===== src/sv/md4he_pkg.sv =====
package md4he_pkg;

    localparam int WORD_W    = 32;
    localparam int BUF_WORDS = 16;
    localparam int BUF_AW    = $clog2(BUF_WORDS);
    localparam int PC_W      = 4;
    localparam int RND_W     = 6;

    localparam logic [WORD_W-1:0] CHAIN_IV [4] = '{
        32'h6745_2301, 32'hefcd_ab89, 32'h98ba_dcfe, 32'h1032_5476
    };
    localparam logic [WORD_W-1:0] K2 = 32'h5a82_7999;
    localparam logic [WORD_W-1:0] K3 = 32'h6ed9_eba1;
    localparam logic [7:0]        PAD_MARK = 8'h80;

    localparam logic [BUF_AW-1:0] LEN_ADDR_LO = BUF_AW'(56 / 4);
    localparam logic [BUF_AW-1:0] LEN_ADDR_HI = BUF_AW'(56 / 4 + 1);
    localparam logic [BUF_AW:0]   ZERO_LIMIT_LEN  = (BUF_AW + 1)'(56 / 4);
    localparam logic [BUF_AW:0]   ZERO_LIMIT_FULL = (BUF_AW + 1)'(BUF_WORDS);
    localparam logic [RND_W-1:0]  ROUND_LAST = RND_W'(47);

    localparam logic [4:0] ROT1 [4] = '{5'd3, 5'd7, 5'd11, 5'd19};
    localparam logic [4:0] ROT2 [4] = '{5'd3, 5'd5, 5'd9,  5'd13};
    localparam logic [4:0] ROT3 [4] = '{5'd3, 5'd9, 5'd11, 5'd15};

    typedef enum logic [3:0] {
        OP_NOP,
        OP_IDLE,
        OP_LOAD,
        OP_ROUND,
        OP_ADD,
        OP_PAD,
        OP_ZERO,
        OP_SPILL,
        OP_LEN_LO,
        OP_LEN_HI,
        OP_EMIT
    } t_op;

    typedef enum logic [3:0] {
        C_NEXT,
        C_ALWAYS,
        C_DISPATCH,
        C_RND_MORE,
        C_FINAL,
        C_IN_PAD,
        C_NOT_LAST,
        C_ZERO_MORE,
        C_SPILL,
        C_OUT_BUSY
    } t_cond;

    typedef struct packed {
        t_op              op;
        t_cond            cond;
        logic [PC_W-1:0]  target;
    } t_uword;

    typedef struct packed {
        logic blk_full;
        logic rnd_more;
        logic final_blk;
        logic in_pad;
        logic last;
        logic zero_more;
        logic spill;
        logic out_busy;
    } t_status;

    localparam logic [PC_W-1:0] P_IDLE  = PC_W'(0);
    localparam logic [PC_W-1:0] P_CMP   = PC_W'(1);
    localparam logic [PC_W-1:0] P_ROUND = PC_W'(2);
    localparam logic [PC_W-1:0] P_ADD   = PC_W'(3);
    localparam logic [PC_W-1:0] P_RET_F = PC_W'(4);
    localparam logic [PC_W-1:0] P_RET_P = PC_W'(5);
    localparam logic [PC_W-1:0] P_RET_L = PC_W'(6);
    localparam logic [PC_W-1:0] P_PAD   = PC_W'(7);
    localparam logic [PC_W-1:0] P_ZFILL = PC_W'(8);
    localparam logic [PC_W-1:0] P_SPILL = PC_W'(9);
    localparam logic [PC_W-1:0] P_LENLO = PC_W'(10);
    localparam logic [PC_W-1:0] P_LENHI = PC_W'(11);
    localparam logic [PC_W-1:0] P_EMIT  = PC_W'(12);
    localparam logic [PC_W-1:0] P_DONE  = PC_W'(13);

    function automatic t_uword uw(t_op op, t_cond cond, logic [PC_W-1:0] target);
        t_uword w;
        w.op     = op;
        w.cond   = cond;
        w.target = target;
        return w;
    endfunction

    function automatic t_uword ucode(logic [PC_W-1:0] pc);
        t_uword w;
        case (pc)
            P_IDLE:  w = uw(OP_IDLE,   C_DISPATCH,  P_CMP);
            P_CMP:   w = uw(OP_LOAD,   C_NEXT,      P_IDLE);
            P_ROUND: w = uw(OP_ROUND,  C_RND_MORE,  P_ROUND);
            P_ADD:   w = uw(OP_ADD,    C_NEXT,      P_IDLE);
            P_RET_F: w = uw(OP_NOP,    C_FINAL,     P_EMIT);
            P_RET_P: w = uw(OP_NOP,    C_IN_PAD,    P_ZFILL);
            P_RET_L: w = uw(OP_NOP,    C_NOT_LAST,  P_IDLE);
            P_PAD:   w = uw(OP_PAD,    C_NEXT,      P_IDLE);
            P_ZFILL: w = uw(OP_ZERO,   C_ZERO_MORE, P_ZFILL);
            P_SPILL: w = uw(OP_SPILL,  C_SPILL,     P_CMP);
            P_LENLO: w = uw(OP_LEN_LO, C_NEXT,      P_IDLE);
            P_LENHI: w = uw(OP_LEN_HI, C_ALWAYS,    P_CMP);
            P_EMIT:  w = uw(OP_EMIT,   C_OUT_BUSY,  P_EMIT);
            P_DONE:  w = uw(OP_NOP,    C_ALWAYS,    P_IDLE);
            default: w = uw(OP_NOP,    C_ALWAYS,    P_IDLE);
        endcase
        return w;
    endfunction

    function automatic logic [BUF_AW-1:0] msg_index(logic [RND_W-1:0] rnd);
        logic [BUF_AW-1:0] k;
        logic [BUF_AW-1:0] idx;
        k = rnd[3:0];
        case (rnd[5:4])
            2'd0:    idx = k;
            2'd1:    idx = {k[1:0], k[3:2]};
            default: idx = {k[0], k[1], k[2], k[3]};
        endcase
        return idx;
    endfunction

    function automatic logic [4:0] rot_amount(logic [RND_W-1:0] rnd);
        logic [4:0] s;
        case (rnd[5:4])
            2'd0:    s = ROT1[rnd[1:0]];
            2'd1:    s = ROT2[rnd[1:0]];
            default: s = ROT3[rnd[1:0]];
        endcase
        return s;
    endfunction

    function automatic logic [WORD_W-1:0] round_f(logic [RND_W-1:0] rnd,
                                                  logic [WORD_W-1:0] b,
                                                  logic [WORD_W-1:0] c,
                                                  logic [WORD_W-1:0] d);
        logic [WORD_W-1:0] f;
        case (rnd[5:4])
            2'd0:    f = (b & c) | (~b & d);
            2'd1:    f = (b & c) | (b & d) | (c & d);
            default: f = b ^ c ^ d;
        endcase
        return f;
    endfunction

    function automatic logic [WORD_W-1:0] round_k(logic [RND_W-1:0] rnd);
        logic [WORD_W-1:0] k;
        case (rnd[5:4])
            2'd0:    k = '0;
            2'd1:    k = K2;
            default: k = K3;
        endcase
        return k;
    endfunction

    function automatic logic [WORD_W-1:0] rol(logic [WORD_W-1:0] x, logic [4:0] s);
        logic [2*WORD_W-1:0] dbl;
        dbl = {x, x} << s;
        return dbl[2*WORD_W-1:WORD_W];
    endfunction

endpackage


===== src/sv/md4he_ram.sv =====
module md4he_ram #(
    parameter int WIDTH = 32,
    parameter int DEPTH = 16
) (
    input  logic                     i_clk,
    input  logic                     i_we,
    input  logic [$clog2(DEPTH)-1:0] i_waddr,
    input  logic [WIDTH-1:0]         i_wdata,
    input  logic [$clog2(DEPTH)-1:0] i_raddr,
    output logic [WIDTH-1:0]         o_rdata
);

    logic [WIDTH-1:0] r_mem [DEPTH];
    logic [WIDTH-1:0] r_rdata;

    always_ff @(posedge i_clk) begin
        if (i_we) begin
            r_mem[i_waddr] <= i_wdata;
        end
        r_rdata <= r_mem[i_raddr];
    end

    assign o_rdata = r_rdata;

endmodule


===== src/sv/md4he_seq.sv =====
module md4he_seq (
    input  logic               i_clk,
    input  logic               i_rst_n,
    input  logic               i_accept,
    input  logic               i_has_byte,
    input  logic               i_last,
    input  md4he_pkg::t_status i_status,
    output md4he_pkg::t_uword  o_ctl
);

    logic [md4he_pkg::PC_W-1:0] r_pc;
    logic [md4he_pkg::PC_W-1:0] n_pc;
    md4he_pkg::t_uword          ctl;
    logic                       take;

    assign ctl   = md4he_pkg::ucode(r_pc);
    assign o_ctl = ctl;

    always_comb begin
        case (ctl.cond)
            md4he_pkg::C_ALWAYS:    take = 1'b1;
            md4he_pkg::C_RND_MORE:  take = i_status.rnd_more;
            md4he_pkg::C_FINAL:     take = i_status.final_blk;
            md4he_pkg::C_IN_PAD:    take = i_status.in_pad;
            md4he_pkg::C_NOT_LAST:  take = !i_status.last;
            md4he_pkg::C_ZERO_MORE: take = i_status.zero_more;
            md4he_pkg::C_SPILL:     take = i_status.spill;
            md4he_pkg::C_OUT_BUSY:  take = i_status.out_busy;
            default:                take = 1'b0;
        endcase
    end

    always_comb begin
        if (ctl.cond == md4he_pkg::C_DISPATCH) begin
            if (i_accept && i_has_byte && i_status.blk_full) begin
                n_pc = ctl.target;
            end else if (i_accept && i_last) begin
                n_pc = md4he_pkg::P_PAD;
            end else begin
                n_pc = r_pc;
            end
        end else if (take) begin
            n_pc = ctl.target;
        end else begin
            n_pc = r_pc + md4he_pkg::PC_W'(1);
        end
    end

    always_ff @(posedge i_clk) begin
        if (!i_rst_n) begin
            r_pc <= md4he_pkg::P_IDLE;
        end else begin
            r_pc <= n_pc;
        end
    end

endmodule


===== src/sv/md4he_dp.sv =====
module md4he_dp (
    input  logic               i_clk,
    input  logic               i_rst_n,
    input  md4he_pkg::t_uword  i_ctl,
    input  logic               i_accept,
    input  logic [7:0]         i_data_byte,
    input  logic               i_has_byte,
    input  logic               i_last,
    input  logic               i_out_stall,
    output md4he_pkg::t_status o_status,
    output logic               o_valid,
    output logic [63:0]        o_digest_low,
    output logic [63:0]        o_digest_high
);

    localparam int W  = md4he_pkg::WORD_W;
    localparam int AW = md4he_pkg::BUF_AW;
    localparam int RW = md4he_pkg::RND_W;

    logic [W-1:0]    r_chain [4];
    logic [W-1:0]    r_a, r_b, r_c, r_d;
    logic [W-1:0]    r_acc, n_acc;
    logic [5:0]      r_fill;
    logic [63:0]     r_count;
    logic [RW-1:0]   r_rnd;
    logic [AW:0]     r_wp;
    logic            r_last, r_in_pad, r_spill, r_final;
    logic            r_out_valid;
    logic [63:0]     r_dig_lo, r_dig_hi;

    logic            byte_in;
    logic            out_busy;
    logic            zero_more;
    logic [AW:0]     zero_limit;
    logic [W-1:0]    pad_word;
    logic            we;
    logic [AW-1:0]   waddr;
    logic [W-1:0]    wdata;
    logic [AW-1:0]   raddr;
    logic [W-1:0]    rdata;
    logic [W-1:0]    step_sum;
    logic [W-1:0]    step_out;
    logic            emit_go;

    assign byte_in    = i_accept && i_has_byte;
    assign out_busy   = r_out_valid && i_out_stall;
    assign zero_limit = r_spill ? md4he_pkg::ZERO_LIMIT_FULL : md4he_pkg::ZERO_LIMIT_LEN;
    assign zero_more  = r_wp < zero_limit;
    assign emit_go    = (i_ctl.op == md4he_pkg::OP_EMIT) && !out_busy;

    assign o_status.blk_full  = &r_fill;
    assign o_status.rnd_more  = r_rnd != md4he_pkg::ROUND_LAST;
    assign o_status.final_blk = r_final;
    assign o_status.in_pad    = r_in_pad;
    assign o_status.last      = r_last;
    assign o_status.zero_more = zero_more;
    assign o_status.spill     = r_spill;
    assign o_status.out_busy  = out_busy;

    always_comb begin
        n_acc = r_acc;
        n_acc[8*r_fill[1:0] +: 8] = i_data_byte;
    end

    always_comb begin
        for (int j = 0; j < 4; j++) begin
            if (2'(j) < r_fill[1:0]) begin
                pad_word[8*j +: 8] = r_acc[8*j +: 8];
            end else if (2'(j) == r_fill[1:0]) begin
                pad_word[8*j +: 8] = md4he_pkg::PAD_MARK;
            end else begin
                pad_word[8*j +: 8] = 8'h00;
            end
        end
    end

    always_comb begin
        we    = 1'b0;
        waddr = r_fill[5:2];
        wdata = n_acc;
        case (i_ctl.op)
            md4he_pkg::OP_IDLE: begin
                we = byte_in && (&r_fill[1:0]);
            end
            md4he_pkg::OP_PAD: begin
                we    = 1'b1;
                wdata = pad_word;
            end
            md4he_pkg::OP_ZERO: begin
                we    = zero_more;
                waddr = r_wp[AW-1:0];
                wdata = '0;
            end
            md4he_pkg::OP_LEN_LO: begin
                we    = 1'b1;
                waddr = md4he_pkg::LEN_ADDR_LO;
                wdata = r_count[31:0];
            end
            md4he_pkg::OP_LEN_HI: begin
                we    = 1'b1;
                waddr = md4he_pkg::LEN_ADDR_HI;
                wdata = r_count[63:32];
            end
            default: begin
                we = 1'b0;
            end
        endcase
    end

    assign raddr = (i_ctl.op == md4he_pkg::OP_LOAD) ? md4he_pkg::msg_index('0)
                 : md4he_pkg::msg_index(r_rnd + RW'(1));

    md4he_ram #(
        .WIDTH (md4he_pkg::WORD_W),
        .DEPTH (md4he_pkg::BUF_WORDS)
    ) u_buf (
        .i_clk   (i_clk),
        .i_we    (we),
        .i_waddr (waddr),
        .i_wdata (wdata),
        .i_raddr (raddr),
        .o_rdata (rdata)
    );

    assign step_sum = r_a + md4he_pkg::round_f(r_rnd, r_b, r_c, r_d)
                    + rdata + md4he_pkg::round_k(r_rnd);
    assign step_out = md4he_pkg::rol(step_sum, md4he_pkg::rot_amount(r_rnd));

    always_ff @(posedge i_clk) begin
        if (byte_in) begin
            r_acc <= n_acc;
        end
        case (i_ctl.op)
            md4he_pkg::OP_LOAD: begin
                r_a <= r_chain[0];
                r_b <= r_chain[1];
                r_c <= r_chain[2];
                r_d <= r_chain[3];
            end
            md4he_pkg::OP_ROUND: begin
                r_a <= r_d;
                r_b <= step_out;
                r_c <= r_b;
                r_d <= r_c;
            end
            default: begin
                r_a <= r_a;
            end
        endcase
        if (emit_go) begin
            r_dig_lo <= {r_chain[1], r_chain[0]};
            r_dig_hi <= {r_chain[3], r_chain[2]};
        end
    end

    always_ff @(posedge i_clk) begin
        if (!i_rst_n) begin
            for (int i = 0; i < 4; i++) begin
                r_chain[i] <= md4he_pkg::CHAIN_IV[i];
            end
        end else if (i_ctl.op == md4he_pkg::OP_ADD) begin
            r_chain[0] <= r_chain[0] + r_a;
            r_chain[1] <= r_chain[1] + r_b;
            r_chain[2] <= r_chain[2] + r_c;
            r_chain[3] <= r_chain[3] + r_d;
        end else if (emit_go) begin
            for (int i = 0; i < 4; i++) begin
                r_chain[i] <= md4he_pkg::CHAIN_IV[i];
            end
        end
    end

    always_ff @(posedge i_clk) begin
        if (!i_rst_n) begin
            r_fill      <= '0;
            r_count     <= '0;
            r_rnd       <= '0;
            r_wp        <= '0;
            r_last      <= 1'b0;
            r_in_pad    <= 1'b0;
            r_spill     <= 1'b0;
            r_final     <= 1'b0;
            r_out_valid <= 1'b0;
        end else begin
            if (i_accept) begin
                r_last <= i_last;
            end
            if (byte_in) begin
                r_fill  <= r_fill + 6'd1;
                r_count <= r_count + 64'd8;
            end
            if (emit_go) begin
                r_out_valid <= 1'b1;
            end else if (r_out_valid && !i_out_stall) begin
                r_out_valid <= 1'b0;
            end
            case (i_ctl.op)
                md4he_pkg::OP_LOAD: begin
                    r_rnd <= '0;
                end
                md4he_pkg::OP_ROUND: begin
                    r_rnd <= r_rnd + RW'(1);
                end
                md4he_pkg::OP_PAD: begin
                    r_wp     <= {1'b0, r_fill[5:2]} + (AW + 1)'(1);
                    r_spill  <= r_fill[5:2] >= md4he_pkg::LEN_ADDR_LO;
                    r_in_pad <= 1'b1;
                end
                md4he_pkg::OP_ZERO: begin
                    if (zero_more) begin
                        r_wp <= r_wp + (AW + 1)'(1);
                    end
                end
                md4he_pkg::OP_SPILL: begin
                    if (r_spill) begin
                        r_spill <= 1'b0;
                        r_wp    <= '0;
                    end
                end
                md4he_pkg::OP_LEN_HI: begin
                    r_final <= 1'b1;
                end
                md4he_pkg::OP_EMIT: begin
                    if (!out_busy) begin
                        r_fill   <= '0;
                        r_count  <= '0;
                        r_last   <= 1'b0;
                        r_in_pad <= 1'b0;
                        r_final  <= 1'b0;
                    end
                end
                default: begin
                    r_rnd <= r_rnd;
                end
            endcase
        end
    end

    assign o_valid       = r_out_valid;
    assign o_digest_low  = r_dig_lo;
    assign o_digest_high = r_dig_hi;

endmodule


===== src/sv/md4_hash_engine_core.sv =====
// MD4 digest engine, one message byte per item. While idle the block takes one
// item per cycle. A byte that completes a 64-byte block holds the input off
// while the 48 MD4 steps run one per cycle through a single round unit
// reading the 16-word block buffer, framed by load, add-back and return steps
// of the control program. An item marked last holds the input off while the
// padding, zeros and bit length are written and compressed, spilling into a
// second block when needed, after the block's own compression when its byte
// also completes a block; the digest then appears in an output register,
// which may still be waiting to be taken while the next message is streamed
// in, and the next last item holds until that earlier digest has been taken.
module md4_hash_engine_core (
    input  logic        i_clk,
    input  logic        i_rst_n,
    input  logic        i_valid,
    output logic        o_stall,
    input  logic [7:0]  i_data_byte,
    input  logic        i_has_byte,
    input  logic        i_last,
    output logic        o_valid,
    input  logic        i_stall,
    output logic [63:0] o_digest_low,
    output logic [63:0] o_digest_high
);

    md4he_pkg::t_uword  ctl;
    md4he_pkg::t_status status;
    logic               accept;

    assign o_stall = ctl.op != md4he_pkg::OP_IDLE;
    assign accept  = i_valid && !o_stall;

    md4he_seq u_seq (
        .i_clk      (i_clk),
        .i_rst_n    (i_rst_n),
        .i_accept   (accept),
        .i_has_byte (i_has_byte),
        .i_last     (i_last),
        .i_status   (status),
        .o_ctl      (ctl)
    );

    md4he_dp u_dp (
        .i_clk         (i_clk),
        .i_rst_n       (i_rst_n),
        .i_ctl         (ctl),
        .i_accept      (accept),
        .i_data_byte   (i_data_byte),
        .i_has_byte    (i_has_byte),
        .i_last        (i_last),
        .i_out_stall   (i_stall),
        .o_status      (status),
        .o_valid       (o_valid),
        .o_digest_low  (o_digest_low),
        .o_digest_high (o_digest_high)
    );

endmodule


===== config.mk =====
export PLATFORM = sky130hd
export DESIGN_NAME = md4_hash_engine_core
export DESIGN_NICKNAME = d
export VERILOG_FILES = /design/src/sv/md4he_pkg.sv /design/src/sv/md4he_ram.sv /design/src/sv/md4he_seq.sv /design/src/sv/md4he_dp.sv /design/src/sv/md4_hash_engine_core.sv
export SDC_FILE = /design/constraint.sdc
export NUM_CORES = 2
export LEC_CHECK = 0
export BUFFER_PORTS_ARGS = -buffer_cell sky130_fd_sc_hd__buf_2
export CAP_MARGIN = 0
export CORE_UTILIZATION = 50
export DETAILED_ROUTE_END_ITERATION = 8
export GPL_TIMING_DRIVEN = 0
export PLACE_DENSITY = 0.74
export SYNTH_ARGS = -nofsm -noshare
export SYNTH_HDL_FRONTEND = slang
export SYNTH_SLANG_ARGS = --single-unit
export TNS_END_PERCENT = 30

===== constraint.sdc =====
create_clock -name i_clk -period 14.6 [get_ports i_clk]
set_clock_uncertainty 0.05 [all_clocks]
set_input_delay 4.38 -clock i_clk [delete_from_list [all_inputs] [get_ports i_clk]]
set_output_delay 4.38 -clock i_clk [all_outputs]
set_load 0.005 [all_outputs]

After elaboration in Yosys (flattened, before gate mapping)

Memories as Yosys holds them, arrays and structs flattened. A register that Yosys moved wholly into a read port is not among the register bits.
Cells that the tools add are included.
W data, S select, Z words.

Div/mod/pow operators: 0
Equality and inequality tests: 30
Magnitude comparators: 7
Multiply operators: 0
Bitwise operators: 19
Shift operators: 3
Mux-type cells: 75
Reductions and logical operators: 27
$add $sub $neg: 14

Operators by type and width:

| kind                      | count |
|---|---|
| $pmux W32 S2              | 5 |
| $mux W32                  | 8 |
| $add A32 B32 Y32          | 6 |
| $mux W64                  | 3 |
| $and A32 B32 Y32          | 4 |
| $pmux W32 S4              | 1 |
| $or A32 B32 Y32           | 3 |
| $add A64 B4 Y64 const B   | 1 |
| $mux W8                   | 8 |
| $shl A64 B5 Y64           | 1 |
| $xor A32 B32 Y32          | 2 |
| $pmux W31 S2              | 1 |
| $mux W5                   | 9 |
| $neg A5 Y34               | 1 |
| $shift A8 B34 Y32 const A | 1 |
| $shiftx A8 B34 Y32        | 1 |
| $add A32 B31 Y32          | 1 |
| $bwmux W32                | 1 |
| $eq A4 B3 Y1 const B      | 8 |
| $not A32 Y32              | 1 |
| $bmux W5 S2               | 3 |
| $mux W4                   | 7 |
| $eq A4 B4 Y1 const B      | 5 |
| $mux W6                   | 3 |
| other kinds (39)          | 91 |

Word-level logic and storage cells: 195
Bits in writable memories: 640
Input port bits: 14
Output and inout bits: 130
Latch bits: 0
Memories kept: 3
Flip-flop bits (word level): 378
Memory bits (read-only): 192

Memory list:

| memory           | depth | bits a word | read ports | clocked after memory_dff | wr ports | RTL line        | source |
|---|---|---|---|---|---|---|---|
| u_dp.u_buf.r_mem | 16    | 32          | 1          | 1                        | 1        | md4he_ram.sv:13 | `logic [WIDTH-1:0] r_mem [DEPTH];` |
| (name not given) | 16    | 12          | 1          | 1                        | 0        | md4he_pkg.sv:95 | `case (pc)` |
| u_dp.r_chain     | 4     | 32          | 4          | 0                        | 4        | md4he_dp.sv:20  | `logic [W-1:0] r_chain [4];` |

Logic depth before layout (Yosys ltp)

Depth after elaboration: 9
Gate-level depth with buffers: 23
Gate-level depth less buffers: 21

Modules after synthesis

From an unflattened synthesis, not the netlist that was laid out.

Cell total of the unflattened synthesis: 4,431
Area total of the unflattened synthesis: 53,267.3 um^2

Modules (own cells, without submodules):

| module               | seq. area each (um^2) | area each (um^2) | cells each | times used |
|---|---|---|---|---|
| md4he_dp             | 13,513.0              | 32,423.6         | 3,477      | 1 |
| md4he_ram            | 16,015.4              | 19,835.3         | 838        | 1 |
| md4he_seq            | 320.3                 | 984.7            | 113        | 1 |
| md4_hash_engine_core | 0.0                   | 23.8             | 3          | 1 |

Worst setup path after synthesis

OpenSTA, ideal clock, no wires.

Path type: input to register
Start: input port i_has_byte
End: memory u_dp.u_buf.r_mem[13][0] (enable)
Stages: 7
Data arrival time: 7,997 ps
Path buffers: 1
Library setup time: 421 ps
Path slack: 6,132 ps
Path through: and3_1 buf_1 nand2_1 nand3_1 a21oi_1 or3b_1 nor2_1

Longest elaborated chain between the ends: 5

RTL lines:

| what                          | RTL line                   | source |
|---|---|---|
| start, declared               | md4_hash_engine_core.sv:17 | `input logic i_has_byte,` |
| $logic_and A1 B1 Y1           | md4he_dp.sv:45             | `assign byte_in = i_accept && i_has_byte;` |
| named net u_dp.byte_in        | md4he_dp.sv:31             | `logic byte_in;` |
| $logic_and A1 B1 Y1           | md4he_dp.sv:83             | `we = byte_in && (&r_fill[1:0]);` |
| $pmux W1 S3                   | md4he_dp.sv:81             | `case (i_ctl.op)` |
| $mux W1                       | md4he_ram.sv:17            | `if (i_we) begin` |
| $mux W1 (implied by the code) | md4he_ram.sv:18            | `r_mem[i_waddr] <= i_wdata;` |
| end, declared                 | md4he_ram.sv:13            |  |

The timed path passes the listed nets, and every way through them passes these cells.

Worst setup path in the final report

Start: register u_dp.r_rnd[5]
End: register u_dp.r_b[23] (data pin)

Longest elaborated chain between the ends: 7

RTL lines:

| what                                                    | RTL line                                             | source |
|---|---|---|
| start, declared                                         | md4he_dp.sv:25                                       | `logic [RW-1:0] r_rnd;` |
| start signal, assigned                                  | md4he_dp.sv:202                                      | `r_rnd <= r_rnd + RW'(1);` |
| start signal, assigned                                  | md4he_dp.sv:233                                      | `r_rnd <= r_rnd;` |
| $eq A2 B1 Y1 / $logic_not A2 Y1 (equally long branches) | md4he_pkg.sv:129, md4he_pkg.sv:142, md4he_pkg.sv:152 |  |
| $pmux W32 S2                                            | md4he_pkg.sv:142                                     | `case (rnd[5:4])` |
| $add A32 B32 Y32                                        | md4he_dp.sv:125                                      | `assign step_sum = r_a + md4he_pkg::round_f(r_rnd, r_b, r_c, r_d)` |
| $add A32 B32 Y32                                        | md4he_dp.sv:126                                      | `+ rdata + md4he_pkg::round_k(r_rnd);` |
| $add A32 B31 Y32                                        | md4he_dp.sv:126                                      |  |
| $shl A64 B5 Y64 (*)                                     | md4he_pkg.sv:162                                     | `dbl = {x, x} << s;` |
| $pmux W32 S2 (*)                                        | md4he_dp.sv:133                                      | `case (i_ctl.op)` |
| end signal, assigned                                    | md4he_dp.sv:136                                      | `r_b <= r_chain[1];` |
| end signal, assigned                                    | md4he_dp.sv:142                                      | `r_b <= step_out;` |
| end, declared                                           | md4he_dp.sv:21                                       | `logic [W-1:0] r_a, r_b, r_c, r_d;` |

Every way passes the cells marked *; elsewhere a longest branch is shown, timed or not.
A chain may end at the register's enable or synchronous reset.

==> out/results.ini <==
[drt]
drc = 0
drt-vias-per-instance = 6.220
antenna_left = 0
firstDrtPassIters = 8
vias = 42750
drt_wl_total_mm = 175.0
wire_per_inst_um = 25.46
drt-initial-drc-count = 5542

[cts]
cts_sinks = 1059
holdBufCountCts = 0
cts_setup_buffers = 0
cts_root_buf = clkbuf_16
worstSkewPairLatency_ns = 0.74
clockBufferDepth = 3
cts_tree = built
cts_resized = 0
cts_made_buffers = 107
clkTransAtPathRegs_ns = 0.06
htreeDepth = 3

[placed_design]
dp_hpwl_mm = 129.9
place.gp.congestion = 1.023
placedCellCount = 6673
io_buffers = 143
place_area_um2 = 57970

[cells_and_area]
fin_nets = 5657
fin_cells = 6873
final_area_um2 = 61650
final_common_cell = edfxtp_1
area_growth_pct = 12.42
final_cell_mix = edfxtp_1, nand2_1, nor2_1
drive_above_1_share_pct = 8.684

[sta]
setup-violations-final = 0
min_period_over_period_pct = 52.42
fin_setup_tns_ns = 0
fmax_mhz = 130.7
final.min_clock_period_ns = 7.653
worstMarginPinSlew_ns = 1.432
max-slew-margin-rel_pct = 4.503
drv_slew = 0
finalHoldViolCount = 0
rsz0062_at_grt = false

[yosys]
synth_nets = 5381
yosysWarnings = 0
synthArstFlopShare_pct = 0
avgSynthCellArea_um2 = 10.77
yosys.area.top_type = edfxtp_1
yosysSeqAreaShare_pct = 54.44
synth_seq_cells = 1059
synth_enable_flop_cells = 864
synth_top_area_share_pct = 47.32
synthDistinctLibCells = 108
synthCells = 5092
synthTopCellsByArea = edfxtp_1, dfxtp_1, nand2_1, ha_1, fa_1
synth.cell_area_um2 = 54830
synthFlopType = edfxtp_1

[global_route]
grt_antenna_before_repair = 9
grt_first_pass_wirelength_mm = 256.9
grt-ovfl-total = 0
grt_max_degree = 77
track_usage_pct = 31.06
grt_pass1_vias = 39990

[hold_path]
holdCritPathClass = register to register

[run_status]
status = finished clean

[floorplan]
dieArea_um2 = 111000
ios = 144
fp.dieH_um = 333.2
fp.coreArea_um2 = 108900
fp.dieW_um = 333.2
start_util_pct = 50.37
rows = 121

[worst_setup_path]
required_ns = 15.00
crit_path_start_kind = register
cp.arrival_ns = 8.06
end_kind = register
crit_fanout = 18
path_class = register to register

[run]
max-cap-violations = 0

layer usage:
metal  vias to the layer above  GRT usage [%]  share of wire [%]
met2                      2395          49.96                 46
met1                     20710          40.31                 39
li1                      19190              -                  -
met5                         -              0              0.017
met3                       453          5.058                9.0
met4                         4          16.63                6.3
worst paths after layout:
| check | from | end | slack, ns | cells after the start |
|---|---|---|---|---|
| setup / recovery | u_dp.r_rnd[5]$_SDFFE_PN0P_ | u_dp.r_b[23]$_DFFE_PP_ | 6.95 | 21 |
| setup reg to reg | u_dp.r_rnd[5]$_SDFFE_PN0P_ | u_dp.r_b[23]$_DFFE_PP_ | 6.95 | 21 |
| hold reg to reg | u_dp.r_in_pad$_SDFFE_PN0P_ | u_dp.r_in_pad$_SDFFE_PN0P_ | 0.42 | 2 |
| hold / removal | u_dp.r_in_pad$_SDFFE_PN0P_ | u_dp.r_in_pad$_SDFFE_PN0P_ | 0.42 | 2 |
stage by stage:
step / hold slack (ns) / util, % / setup slack (ns)
global placement: 0.4044 / 52.66 / 3.781
global route: 0.4355 / 56.63 / 6.753
finish: 0.4195 / 56.63 / 6.947
floorplan: 0.3582 / - / 6.132
detailed placement: 0.4093 / 53.26 / 6.655
CTS: 0.4163 / 56.61 / 6.627
registers in the layout (all words and copies together), names as in the netlist, 6 cells and up:
register	count
u_dp.r_count	61
u_dp.r_c	32
u_dp.r_a	32
u_dp.r_chain	128
u_dp.u_buf.r_mem	512
u_dp.o_digest_low	64
u_dp.r_rnd	6
u_dp.r_b	32
u_dp.u_buf.o_rdata	32
u_dp.r_acc	32
u_dp.o_digest_high	64
u_seq.o_ctl	12
u_dp.r_fill	6
u_dp.r_d	32
worst max-delay path: stages, from the launching register on:
cell and delay, ns:
dfxtp_1 0.30, clkbuf_1 0.17, inv_2 0.24, clkbuf_1 0.82, clkbuf_2 0.70, o21ai_0 0.47
fa_1 0.61, inv_1 0.06, fa_1 0.51, inv_1 0.05, ha_1 0.36, buf_2 0.22
a21oi_1 0.23, o22ai_1 0.12, a211oi_1 0.44, o21ai_0 0.13, a21oi_1 0.22, o2111ai_1 0.17
a211oi_1 0.79, o32ai_1 0.31, o22ai_1 0.32, nor2_1 0.07
area by class of cell:
cell class,instances,area (µm²)
Sequential cell,1059,29850
Antenna cell,1,2.502
Clock buffer,138,2918
Clock inverter,61,730.7
Inverter,251,952.2
Timing Repair Buffer,167,1227
Buffer,255,1035
Tap cell,1414,1769
Fill cell,8994,47210
Multi-Input combinational cell,3527,23160
synth_stat cells, types with 12 or more instances:
master	instances
edfxtp_1	864
nand2_1	784
nor2_1	310
o21ai_0	275
a21oi_1	274
inv_1	247
a211oi_1	204
dfxtp_1	195
clkbuf_1	185
ha_1	184
and2_1	131
fa_1	91
nand3_1	91
xor2_1	90
xnor2_1	85
a31oi_1	84
a21o_1	77
nor3_1	69
mux2i_1	68
a311oi_1	67
o211ai_1	53
buf_2	49
nand2b_1	45
and3_1	44
o21a_1	42
nand4_1	35
or3_1	29
and2_0	28
nor2b_1	27
o21ai_1	23
a221o_1	20
buf_1	18
o31ai_1	17
o21bai_1	15
a21boi_0	14
a22o_1	14
o2bb2ai_1	14
a22oi_1	13
a221oi_1	12
or2_2	12
cell families (layout without fill, tap and decap cells):
group | Yosys count | after routing | synth area share (%)
adders and majority gates | 275 | 275 | 7.521
AOI/OAI and AO/OA | 1344 | 1344 | 16.48
other | 0 | 1 | 0
and+or+nand+nor | 1657 | 1657 | 13.74
muxes | 74 | 74 | 1.371
DFF | 1059 | 1059 | 54.44
xor gates and xnor gates | 177 | 177 | 2.855
buffers and inverters | 506 | 872 | 3.598
Power is not shown: default switching activity piles up to over one toggle a cycle in this logic, so the estimate is an artifact.
